$ cat src/rtl/bdb_pkg.sv
// Shared constants, codes and types for the B-spline de Boor evaluator.
// No dependencies; every other file but bdb_ram imports this package.
`default_nettype none
package bdb_pkg;

    localparam int MAX_POLES   = 64;
    localparam int MAX_DEGREE  = 7;
    localparam int FRAC_BITS   = 24;
    localparam int KNOT_DEPTH  = MAX_POLES + MAX_DEGREE + 1;
    localparam int WORK_DEPTH  = MAX_DEGREE + 1;
    localparam int T_W         = FRAC_BITS + 1;
    localparam int PIDX_W      = $clog2(MAX_POLES);
    localparam int KIDX_W      = $clog2(KNOT_DEPTH);
    localparam int COORD_W     = 32;
    localparam int POINT_W     = 3 * COORD_W;
    localparam int QUEUE_DEPTH = 2;
    localparam int PADDR_W     = 4;

    localparam logic [T_W-1:0] ONE_Q = T_W'(1) << FRAC_BITS;

    typedef enum logic [1:0] {
        CMD_LOAD  = 2'd0,
        CMD_BUILD = 2'd1,
        CMD_EVAL  = 2'd2,
        CMD_NOP   = 2'd3
    } cmd_t;

    localparam logic [2:0] ST_OK       = 3'd0;
    localparam logic [2:0] ST_DEG_LOW  = 3'd1;
    localparam logic [2:0] ST_FEW      = 3'd2;
    localparam logic [2:0] ST_NODIV    = 3'd3;
    localparam logic [2:0] ST_BAD_TYPE = 3'd4;
    localparam logic [2:0] ST_UNBUILT  = 3'd5;

    localparam logic [1:0] KT_OPEN  = 2'd1;
    localparam logic [1:0] KT_PIECE = 2'd2;

    localparam logic [1:0] REG_DEGREE = 2'd0;
    localparam logic [1:0] REG_COUNT  = 2'd1;
    localparam logic [1:0] REG_KTYPE  = 2'd2;
    localparam logic [1:0] REG_MINDEG = 2'd3;

    typedef struct packed {
        logic [2:0] degree;
        logic [6:0] count;
        logic [1:0] ktype;
        logic [2:0] min_deg;
    } cfg_t;

    typedef struct packed {
        cmd_t                op;
        logic [PIDX_W-1:0]   pole_index;
        logic [POINT_W-1:0]  pole;
        logic [T_W-1:0]      t;
        logic                t_zero;
        logic                t_top;
    } item_t;

endpackage
`default_nettype wire

$ cat src/rtl/bdb_if.sv
// Valid/ready channel interfaces for command words and result words.
// Depends on bdb_pkg.
`default_nettype none
interface bdb_in_if import bdb_pkg::*; ();
    logic                        valid;
    logic                        ready;
    logic [1:0]                  command;
    logic [5:0]                  pole_index;
    logic signed [COORD_W-1:0]   pole_x;
    logic signed [COORD_W-1:0]   pole_y;
    logic signed [COORD_W-1:0]   pole_z;
    logic [T_W-1:0]              param_t;

    modport source (output valid, command, pole_index, pole_x, pole_y, pole_z, param_t,
                    input ready);
    modport sink (input valid, command, pole_index, pole_x, pole_y, pole_z, param_t,
                  output ready);
endinterface

`default_nettype wire

$ cat src/rtl/bdb_front.sv
// Front end: accepts command words, classifies them and queues them.
// Depends on bdb_pkg and bdb_if.
`default_nettype none
module bdb_front import bdb_pkg::*; (
    input  wire logic clk,
    input  wire logic rst_n,
    bdb_in_if.sink    in_ch,
    input  wire logic pop,
    output logic      q_valid,
    output item_t     q_item
);
    localparam int PTR_W = $clog2(QUEUE_DEPTH);

    item_t                fifo_reg [QUEUE_DEPTH];
    logic [PTR_W-1:0]     wr_ptr_reg, rd_ptr_reg;
    logic [PTR_W:0]       cnt_reg;
    item_t                cls;
    logic                 push;

    always_comb
    begin
        cls.op         = cmd_t'(in_ch.command);
        cls.pole_index = in_ch.pole_index;
        cls.pole       = {in_ch.pole_x, in_ch.pole_y, in_ch.pole_z};
        cls.t          = in_ch.param_t;
        cls.t_zero     = (in_ch.param_t == '0);
        cls.t_top      = (in_ch.param_t >= ONE_Q);
    end

    assign in_ch.ready = (cnt_reg != (PTR_W+1)'(QUEUE_DEPTH));
    assign push        = in_ch.valid && in_ch.ready;
    assign q_valid     = (cnt_reg != '0);
    assign q_item      = fifo_reg[rd_ptr_reg];

    always_ff @(posedge clk or negedge rst_n)
    begin
        if (!rst_n)
        begin
            wr_ptr_reg <= '0;
            rd_ptr_reg <= '0;
            cnt_reg    <= '0;
        end
        else
        begin
            if (push)
            begin
                fifo_reg[wr_ptr_reg] <= cls;
                wr_ptr_reg           <= wr_ptr_reg + 1'b1;
            end
            if (pop && q_valid)
            begin
                rd_ptr_reg <= rd_ptr_reg + 1'b1;
            end
            if (push && !(pop && q_valid))
            begin
                cnt_reg <= cnt_reg + 1'b1;
            end
            else if (!push && pop && q_valid)
            begin
                cnt_reg <= cnt_reg - 1'b1;
            end
        end
    end
endmodule
`default_nettype wire

$ cat src/flat_wrapper.sv
// flat-port wrapper written by rule: the top's interface ports become plain ports
module bdb_front_flat import bdb_pkg::*;
  (clk, rst_n, pop, q_valid, q_item, in_ch_valid, in_ch_command, in_ch_pole_index, in_ch_pole_x, in_ch_pole_y, in_ch_pole_z, in_ch_param_t, in_ch_ready);
  bdb_in_if in_ch_i ();
  input  wire logic clk;
  input  wire logic rst_n;
  input  wire logic pop;
  output logic q_valid;
  output item_t q_item;
  input wire logic [$bits(in_ch_i.valid)-1:0] in_ch_valid;
  input wire logic [$bits(in_ch_i.command)-1:0] in_ch_command;
  input wire logic [$bits(in_ch_i.pole_index)-1:0] in_ch_pole_index;
  input wire logic [$bits(in_ch_i.pole_x)-1:0] in_ch_pole_x;
  input wire logic [$bits(in_ch_i.pole_y)-1:0] in_ch_pole_y;
  input wire logic [$bits(in_ch_i.pole_z)-1:0] in_ch_pole_z;
  input wire logic [$bits(in_ch_i.param_t)-1:0] in_ch_param_t;
  output wire logic [$bits(in_ch_i.ready)-1:0] in_ch_ready;
  assign in_ch_i.valid = in_ch_valid;
  assign in_ch_i.command = in_ch_command;
  assign in_ch_i.pole_index = in_ch_pole_index;
  assign in_ch_i.pole_x = in_ch_pole_x;
  assign in_ch_i.pole_y = in_ch_pole_y;
  assign in_ch_i.pole_z = in_ch_pole_z;
  assign in_ch_i.param_t = in_ch_param_t;
  assign in_ch_ready = in_ch_i.ready;
  bdb_front u_core (.clk(clk), .rst_n(rst_n), .in_ch(in_ch_i), .pop(pop), .q_valid(q_valid), .q_item(q_item));
endmodule
$ cat config.mk
export PLATFORM = sky130hd
export DESIGN_NAME = bdb_front_flat
export DESIGN_NICKNAME = d
export VERILOG_FILES = /design/src/rtl/bdb_pkg.sv /design/src/rtl/bdb_if.sv /design/src/rtl/bdb_front.sv /design/src/flat_wrapper.sv
export SDC_FILE = /design/constraint.sdc
export NUM_CORES = 1
export LEC_CHECK = 0
export BUFFER_PORTS_ARGS = -buffer_cell sky130_fd_sc_hd__buf_2
export CAP_MARGIN = 40
export CORE_ASPECT_RATIO = 1.75
export CORE_MARGIN = 8
export CORE_UTILIZATION = 40
export DETAILED_ROUTE_END_ITERATION = 12
export GPL_TIMING_DRIVEN = 0
export PLACE_DENSITY = 0.72
export SETUP_SLACK_MARGIN = 0.3
export SLEW_MARGIN = 0
export SYNTH_ARGS = -nofsm -noshare
export SYNTH_HDL_FRONTEND = slang
export SYNTH_SLANG_ARGS = --single-unit
$ cat constraint.sdc
create_clock -name clk -period 15.2 [get_ports clk]
set_input_delay 1.52 -clock clk [delete_from_list [all_inputs] [get_ports clk]]
set_output_delay 1.52 -clock clk [all_outputs]
set_load 0.1 [all_outputs]
==> results of run 1 <==
[per-layer routing]
layer | up-vias | share of wire | track usage | wire [um]
met5 | - | 0.0012 | 0 | 26
met3 | 37 | 0.073 | 0.0385 | 1560
met1 | 2476 | 0.33 | 0.127 | 7090
met4 | 4 | 0.028 | 0.0565 | 586
li1 | 2376 | - | - | -
met2 | 170 | 0.57 | 0.251 | 12000
[final cells by class]
class | count | area [sq um] | area share
timing repair buffer | 281 | 1510 | 0.119
sequential | 266 | 7970 | 0.628
inverter | 1 | 3.75 | 0.000296
clock inverter | 13 | 82.6 | 0.00650
tap | 316 | 395 | 0.0311
antenna | 3 | 7.51 | 0.000591
clock buffer | 30 | 644 | 0.0508
buffer | 16 | 145 | 0.0114
multi-input combinational | 157 | 1940 | 0.153
[metrics by stage]
stage | area [sq um] | worst slack (ns) | utilization
final | 12700 | 11.67 | 0.509
after global routing | 12700 | 11.59 | 0.509
after global placement | 11800 | -2.37 | 0.472
after detailed placement | 12000 | 11.38 | 0.479
after CTS | 12700 | 11.60 | 0.508
after floorplan | 10000 | 3.23 | -
[cells by family (layout without fill, tap and decap cells)]
group,after synthesis,in the layout
other,0,3
multiplexers,131,131
AND/OR/NAND/NOR,18,18
flip-flops,266,266
XOR/XNOR,2,2
AO/OA/AOI/OAI,6,6
buffers and inverters,17,341
[worst max path at each step]
stage	startpoint	endpoint	slack, ns
after floorplan	in_ch_valid	u_core.fifo_reg[0][0]	3.23
after global placement	rst_n	u_core.fifo_reg[0][117]	-2.37
after detailed placement	in_ch_valid	u_core.fifo_reg[0][117]	11.38
after CTS	u_core.rd_ptr_reg	q_item[71]	11.60
after global routing	u_core.rd_ptr_reg	q_item[71]	11.59
final	u_core.rd_ptr_reg	q_item[71]	11.67
[layout by cell type (no fill, tap or decap), types with 2 or more instances in the layout]
master	n
dfrtp_1	4
diode_2	3
nand2_1	2
nor2_1	2
mux2_2	51
clkinv_1	9
xnor2_1	2
mux2_4	80
buf_4	8
a21oi_1	2
clkbuf_16	25
buf_16	2
nor4_1	5
buf_2	270
clkinv_2	2
buf_6	15
edfxtp_1	262
clkbuf_1	6
==> out/results.ini, run 1 <==
[synth]
synth_compound_area_frac=0.00349
synthCells=440
synth_fp_nets=573
synth_area_sq_um=10000
synth_common_cells=edfxtp_1 (262), mux2_4 (80), mux2_2 (51)
ys_ff_latch=266
synth_fa_ha_area_frac=0
synth_seq_area_share=0.793
ys_types=26
synth_edf_count=262
synth_ff_type=edfxtp_1
async_flop_share=0.0150
synth_simple_gate_area_share=0.0105
yosys.area.top_type=edfxtp_1
synth_top_family_by_area=multiplexers
ys_top_cells_by_area=edfxtp_1 (78%), mux2_4 (12%), mux2_2 (5.7%), buf_6 (1.0%), dfrtp_1 (1.0%)
muxShareOfSynthArea=0.177
synth_top_area_frac=0.783
ys_warn_count=0
syn_area_per_cell_sq_um=22.8
synth-xor-area-share=0.00174
synth.most_common_cell=edfxtp_1

[clock_network]
cts_resized=0
cts_made_buffers=24
clkSinkCount=266
htreeDepth=1
clk_pin_slew_ns=0.07
hold_buffers=0
cts_setup_buffers=0
clk_latency_ns=0.52
clockBufferDepth=3
cts-root-buf=clkbuf_16
cts_tree=yes

[min_path]
min_to=u_core.wr_ptr_reg
min_path_cells=1
hold_class=reg2reg
hold_start=u_core.wr_ptr_reg

[global_routing]
gr-usage-all-layers=0.132
grt_pass1_vias=5481
grt_overflow=0
grt_pass1_wl_mm=30.7
antenna_found_initial=5
grt_max_degree=54

[die]
initial_core_util=0.403
rows=77
die_x_um=136
io_pins=266
core_area_sq_um=25000
chipHeight_um=226
die-area_sq_um=30700

[route]
drt_iter0_markers=221
drc=0
firstDrtPassIters=4
drtAntennaViolNets=0
post_drt_wl_per_cell_um=19.7
wl_mm=21.3
vias=5063
via_per_inst=4.67

[run]
maxCapViolCount=0

[layout]
largest_reg_flops=262
drive_gt1_frac=0.601
nets=880
fill_cells=2095
syn_to_final_growth_pct=26.3
fin_cells=1083

[worst_setup_path]
crit_slowest_cell=buf_2
worstPathMaxFanout=10
crit_path_start_kind=register
crit_family=buffers and inverters
critPathKind=reg2out
cp_cell_sequence=buf_6, buf_8, buf_6, mux2_4, buf_2
regToRegSetupSlack_ns=12.47
r2r-start=u_core.cnt_reg[0]
crit_required_ns=13.68
arrival_ns=2.01
r2r_cells=9
crit_top_cell=buf_6
cp_num_cells=5
r2r-end=u_core.fifo_reg[0][33]
crit_buf_inv=4
critical_path.max_stage_delay_ns=0.44
endpoint_kind=primary output

[timing]
skew_ns=0.0219
finalMaxSlewViolations=0
slew_headroom=0.585
holdWs_ns=0.560
period_share=0.232
finalHoldViolCount=0
max_freq_mhz=283
min_period_ns=3.53
worst_pin_slew_ns=0.620
setup_violations=0
rsz0062_at_grt=no
finalSetupTns_ns=0

[status]
status=completed

[place]
dpl.cell_count=1037
gp_congestion=0.727
port_buffers=265
place_hpwl_mm=15.9

Power of run 1 is left out: the tool's default activity adds up to more than one toggle a clock period on the data nets, which glitch-free logic cannot reach.
==> run 2: changes to the inputs <==
==> constraint.sdc (replaced) <==
create_clock -name clk -period 3.3 [get_ports clk]
set_input_delay 0.33 -clock clk [delete_from_list [all_inputs] [get_ports clk]]
set_output_delay 0.33 -clock clk [all_outputs]
set_load 0.1 [all_outputs]
==> run 2 against run 1 <==
Final area grew 9.1%. Critical path depth grew 3. Clock skew shrank 0.0098 ns. Sequential share of layout area shrank 5.3 points.
==> out/results.ini, run 2 (synthesis gave the netlist of run 1 again) <==
[status]
status=completed  ; unchanged

[worst_setup_path]
endpoint_kind=register  ; was primary output
arrival_ns=2.73  ; was 2.01 ns
critPathKind=reg2reg  ; was reg2out
crit_required_ns=3.52  ; was 13.68 ns
crit_path_start_kind=register  ; unchanged
worstPathMaxFanout=17  ; was 10

[route]
drc=0  ; unchanged
drtAntennaViolNets=0  ; unchanged
drt_iter0_markers=188  ; was 221
vias=5565  ; was 5063
firstDrtPassIters=4  ; unchanged
post_drt_wl_per_cell_um=18.9  ; was 19.7 um
via_per_inst=4.68  ; was 4.67
wl_mm=22.5  ; was 21.3 mm

[clock_network]
clk_pin_slew_ns=0.07  ; about the same
cts-root-buf=clkbuf_16  ; unchanged
cts_setup_buffers=0  ; unchanged
clk_latency_ns=0.51  ; was 0.52 ns
cts_made_buffers=23  ; was 24
htreeDepth=1  ; unchanged
cts_tree=yes  ; unchanged
clockBufferDepth=3  ; unchanged
clkSinkCount=266  ; unchanged

[global_routing]
grt_overflow=0  ; unchanged
grt_max_degree=62  ; was 54
grt_pass1_wl_mm=33.6  ; was 30.7 mm
gr-usage-all-layers=0.143  ; was 0.132
antenna_found_initial=5  ; unchanged
grt_pass1_vias=6161  ; was 5481

[timing]
min_period_ns=2.52
max_freq_mhz=397
rsz0062_at_grt=no  ; unchanged
slew_headroom=0.517  ; was 0.585
skew_ns=0.0120  ; was 0.0219 ns
setup_violations=0  ; unchanged
finalHoldViolCount=0  ; unchanged
setup_slack_ns=0.784  ; was 11.67 ns
period_share=0.762
worst_pin_slew_ns=0.723  ; was 0.620 ns
finalMaxSlewViolations=0  ; unchanged

[die]
initial_core_util=0.403  ; unchanged
die_x_um=136  ; unchanged
io_pins=266  ; unchanged
die-area_sq_um=30700  ; unchanged
rows=77  ; unchanged
chipHeight_um=226  ; unchanged
core_area_sq_um=25000  ; unchanged

[place]
place_hpwl_mm=15.9  ; about the same
gp_congestion=0.716  ; was 0.727
port_buffers=265  ; unchanged
pre_cts_slack_ns=0.750  ; was 11.38 ns

[layout]
drive_gt1_frac=0.526  ; was 0.601
largest_reg_flops=262  ; unchanged
final_cell_mix=buf_2 (270), edfxtp_1 (262), dlygate4sd3_1 (114)  ; was buf_2 (270), edfxtp_1 (262), mux2_4 (80)
final_common_cell=buf_2  ; unchanged
syn_to_final_growth_pct=37.9  ; was 26.3%
nets=988  ; was 880

[min_path]
hold_class=in2reg  ; was reg2reg

[run]
maxCapViolCount=0  ; unchanged

[run 2: changes by cell type in the layout (fill, tap and decap cells not counted), moves of 2 or more]
cell,previous run,this run
clkinv_2,2,4
clkinv_1,9,4
buf_16,2,4
buf_4,8,0
buf_8,1,8
clkbuf_16,25,23
buf_6,15,9
dlygate4sd3_1,0,114
[run 2: worst paths after layout]
check / cells after the start / endpoint / from / slack, ns
worst min-delay path: 1 / u_core.fifo_reg[1][104] / in_ch_pole_x[13] / 0.03
worst max register to register: 8 / u_core.fifo_reg[0][108] / u_core.cnt_reg[0] / 0.78
max in group asynchronous: 2 / u_core.cnt_reg[0] / rst_n / 2.99
worst min register to register: 1 / u_core.cnt_reg[0] / u_core.cnt_reg[0] / 0.55
worst max-delay path: 8 / u_core.fifo_reg[0][108] / u_core.cnt_reg[0] / 0.78
min in group asynchronous: 2 / u_core.wr_ptr_reg / rst_n / 0.17
[run 2: timing repair]
item	in CTS	in global routing
gates resized for setup	0	0
hold endpoints to repair	229	0
hold buffers	114	0
[run 2: worst max-delay path, cell delays in order, from the launching register on]
cell,delay [ns]
dfrtp_1,0.40
nand2b_4,0.18
nand2_4,0.07
nor3b_4,0.61
buf_8,0.27
buf_16,0.17
buf_16,0.16
buf_8,0.18
buf_8,0.16
[run 2: area by class of cell]
cell class | instances | area, sq um
fill | 1907 | 11100
sequential | 266 | 7970
timing repair buffer | 390 | 2680
multi-input combinational | 157 | 1960
clock buffer | 29 | 608
tap | 316 | 395
buffer | 16 | 145
clock inverter | 11 | 82.6
antenna | 4 | 10.0
inverter | 1 | 3.75
[run 2: routing by layer]
layer / wire length [um] / global-route usage / vias to the layer above
li1: - / - / 2594
met1: 7340 / 0.131 / 2736
met2: 12900 / 0.279 / 190
met3: 1360 / 0.0312 / 43
met4: 875 / 0.0770 / 2
met5: 8 / 0 / -
[run 2: per-stage QoR]
step | hold slack [ns] | utilization | setup TNS (ns) | cells | area (sq um)
floorplan | 0.0344 | - | -168.19 | 440 | 10100
global placement | 0.156 | 0.473 | -417.39 | 1021 | 11800
detailed placement | 0.162 | 0.482 | 0 | 1032 | 12000
CTS | 0.000715 | 0.555 | 0 | 1186 | 13800
global route | 0.00736 | 0.555 | 0 | 1190 | 13900
finish | 0.0335 | 0.555 | 0 | 1190 | 13900
Power of run 2 is left out for the same reason.
==> run 3: changes to the inputs <==
--- a/config.mk
+++ b/config.mk
@@ -5,6 +5,7 @@
 export SDC_FILE = /design/constraint.sdc
 export NUM_CORES = 1
 export LEC_CHECK = 0
+export ABC_AREA = 1
 export BUFFER_PORTS_ARGS = -buffer_cell sky130_fd_sc_hd__buf_2
 export CAP_MARGIN = 40
 export CORE_ASPECT_RATIO = 1.75
@@ -12,7 +13,7 @@
 export CORE_UTILIZATION = 40
 export DETAILED_ROUTE_END_ITERATION = 12
 export GPL_TIMING_DRIVEN = 0
-export PLACE_DENSITY = 0.72
+export PLACE_DENSITY = 0.73
 export SETUP_SLACK_MARGIN = 0.3
 export SLEW_MARGIN = 0
 export SYNTH_ARGS = -nofsm -noshare
==> constraint.sdc (replaced) <==
create_clock -name clk -period 2.5 [get_ports clk]
set_input_delay 0.25 -clock clk [delete_from_list [all_inputs] [get_ports clk]]
set_output_delay 0.25 -clock clk [all_outputs]
set_load 0.1 [all_outputs]
==> run 3 against run 2 <==
First-iteration DRC count rose by 60%. Non-clock buffer count increased by 40. Routed wire length grew 23%. Critical endpoint is now q_item[51].
==> out/results.ini, run 3 <==
[global_routing]
grt_pass1_vias=7719  ; was 6161
grt_max_degree=18  ; was 62
grt_pass1_wl_mm=41.4  ; was 33.6 mm
antenna_found_initial=4  ; was 5
gr-usage-all-layers=0.176  ; was 0.143
grt_overflow=0  ; unchanged

[synth]
synthCells=735  ; was 440
ys_types=17  ; was 26
synth_common_cells=nand2_1 (406), edfxtp_1 (262), buf_2 (16)  ; was edfxtp_1 (262), mux2_4 (80), mux2_2 (51)
synth_area_sq_um=9860  ; was 10000 sq um
synth_edf_count=262  ; unchanged
synth_top_area_frac=0.798  ; was 0.783
ys_warn_count=0  ; unchanged
syn_area_per_cell_sq_um=13.4  ; was 22.8 sq um
ys_top_cells_by_area=edfxtp_1 (80%), nand2_1 (15%), buf_6 (1.1%), dfrtp_1 (1.0%), buf_2 (0.81%)  ; was edfxtp_1 (78%), mux2_4 (12%), mux2_2 (5.7%), buf_6 (1.0%), dfrtp_1 (1.0%)
synth_seq_area_share=0.808  ; was 0.793
yosys.area.top_type=edfxtp_1  ; unchanged
synth_ff_type=edfxtp_1  ; unchanged
synth_fp_nets=868  ; was 573
synth.most_common_cell=nand2_1  ; was edfxtp_1
async_flop_share=0.0150  ; unchanged
ys_ff_latch=266  ; unchanged

[timing]
slew_headroom=0.660  ; was 0.517
finalHoldViolCount=0  ; unchanged
setup_violations=0  ; unchanged
setup_slack_ns=0.374  ; was 0.784 ns
period_share=0.850
finalMaxSlewViolations=0  ; unchanged
finalSetupTns_ns=0  ; unchanged
rsz0062_at_grt=yes  ; was no
worst_pin_slew_ns=0.514  ; was 0.723 ns
skew_ns=0.00873  ; was 0.0120 ns
max_freq_mhz=470
min_period_ns=2.13

[clock_network]
cts_made_buffers=23  ; unchanged
clkSinkCount=266  ; unchanged
cts_tree=yes  ; unchanged
clk_pin_slew_ns=0.06  ; was 0.07 ns
htreeDepth=1  ; unchanged
clockBufferDepth=3  ; unchanged
cts-root-buf=clkbuf_16  ; unchanged
clk_latency_ns=0.52  ; was 0.51 ns

[route]
firstDrtPassIters=4  ; unchanged
drc=0  ; unchanged
wl_mm=27.6  ; was 22.5 mm
drt_iter0_markers=301  ; was 188
drtAntennaViolNets=0  ; unchanged
post_drt_wl_per_cell_um=18.3  ; was 18.9 um
via_per_inst=4.68  ; about the same
vias=7063  ; was 5565

[worst_setup_path]
worstPathMaxFanout=10  ; was 17
crit_required_ns=2.25  ; was 3.52 ns
crit_end=q_item[51]  ; was u_core.fifo_reg[0][108]
regToRegSetupSlack_ns=0.66  ; was 0.78 ns
crit_path_start_kind=register  ; unchanged
cp-startpoint=u_core.rd_ptr_reg  ; was u_core.cnt_reg[0]
critPathKind=reg2out  ; was reg2reg
r2r_cells=7  ; was 8
r2r-end=u_core.fifo_reg[0][24]  ; was u_core.fifo_reg[0][108]
endpoint_kind=primary output  ; was register
arrival_ns=1.88  ; was 2.73 ns
r2r-start=u_core.cnt_reg[1]  ; was u_core.cnt_reg[0]

[die]
initial_core_util=0.404  ; was 0.403
rows=76  ; was 77
io_pins=266  ; unchanged
die_x_um=135  ; was 136 um
die-area_sq_um=30100  ; was 30700 sq um
chipHeight_um=224  ; was 226 um
core_area_sq_um=24400  ; was 25000 sq um

[min_path]
hold_class=in2reg  ; unchanged
hold_start=pop  ; was in_ch_pole_x[13]

[place]
pre_cts_slack_ns=0.0594  ; was 0.750 ns
place_hpwl_mm=18.4  ; was 15.9 mm
dpl.cell_count=1330  ; was 1032
port_buffers=265  ; unchanged
gp_congestion=0.754  ; was 0.716

[layout]
final_cell_mix=nand2_1 (403), edfxtp_1 (262), buf_2 (147)  ; was buf_2 (270), edfxtp_1 (262), dlygate4sd3_1 (114)
fill_cells=1733  ; was 1907
drive_gt1_frac=0.305  ; was 0.526
final_common_cell=nand2_1  ; was buf_2
fin_cells=1508  ; was 1190
fin_util=0.606  ; was 0.555
nets=1309  ; was 988
syn_to_final_growth_pct=50.1  ; was 37.9%
largest_reg_flops=262  ; unchanged

[run]
maxCapViolCount=0  ; unchanged

[status]
status=completed  ; unchanged

==> run 3: worst min-delay path by stage <==
stage	end	slack [ns]	depth (start not counted)
floorplan	u_core.cnt_reg[0]	-0.05	0
global placement	u_core.cnt_reg[0]	0.06	1
detailed placement	u_core.cnt_reg[0]	0.07	1
CTS	u_core.rd_ptr_reg	0.01	3
global route	u_core.rd_ptr_reg	0.02	3
finish	u_core.rd_ptr_reg	0.04	3
==> run 3: cell families after synthesis <==
kind of cell / Yosys count / synth area share
xor gates and xnor gates: 3 / 0.00266
buffers and inverters: 37 / 0.0251
AOI/OAI and AO/OA: 2 / 0.00101
and+or+nand+nor: 427 / 0.163
DFF: 266 / 0.808
==> run 3: cell type report <==
class / instances / area [sq um] / share of cell area
sequential: 266 / 7970 / 0.538
timing repair buffer: 416 / 3650 / 0.247
multi-input combinational: 432 / 1710 / 0.115
clock buffer: 23 / 576 / 0.0389
tap: 312 / 390 / 0.0264
buffer: 30 / 235 / 0.0159
clock inverter: 18 / 234 / 0.0158
inverter: 7 / 28.8 / 0.00194
antenna: 4 / 10.0 / 0.000676
==> run 3: timing repair <==
action / in CTS / in global routing
endpoints found under the hold margin: 262 / 0
resized for setup: 162 / 63
hold buffers: 130 / 0
pin swaps: 2 / 0
endpoints found under the setup margin: 195 / 83
buffers inserted: 3 / 0
==> run 3: metrics by stage <==
| stage | instance area, sq um | hold slack [ns] |
|---|---|---|
| after floorplan | 9920 | -0.0456 |
| after global placement | 11600 | 0.0648 |
| after detailed placement | 12000 | 0.0700 |
| after global routing | 14800 | 0.0173 |
| after CTS | 14600 | 0.0145 |
| final | 14800 | 0.0389 |
==> run 3: routing by layer <==
layer	share of wire	up-vias	GRT usage
li1	-	3363	-
met1	0.33	3397	0.167
met2	0.57	233	0.341
met3	0.054	70	0.0359
met4	0.045	0	0.0914
met5	0	-	0
==> run 3: worst max-delay path: stages, from the launching register on <==
cell	delay, ns
dfrtp_1	0.37
buf_4	0.16
inv_4	0.09
buf_12	0.16
buf_6	0.15
nand2_1	0.06
nand2_1	0.07
buf_4	0.29
Power of run 3 is left out for the same reason.
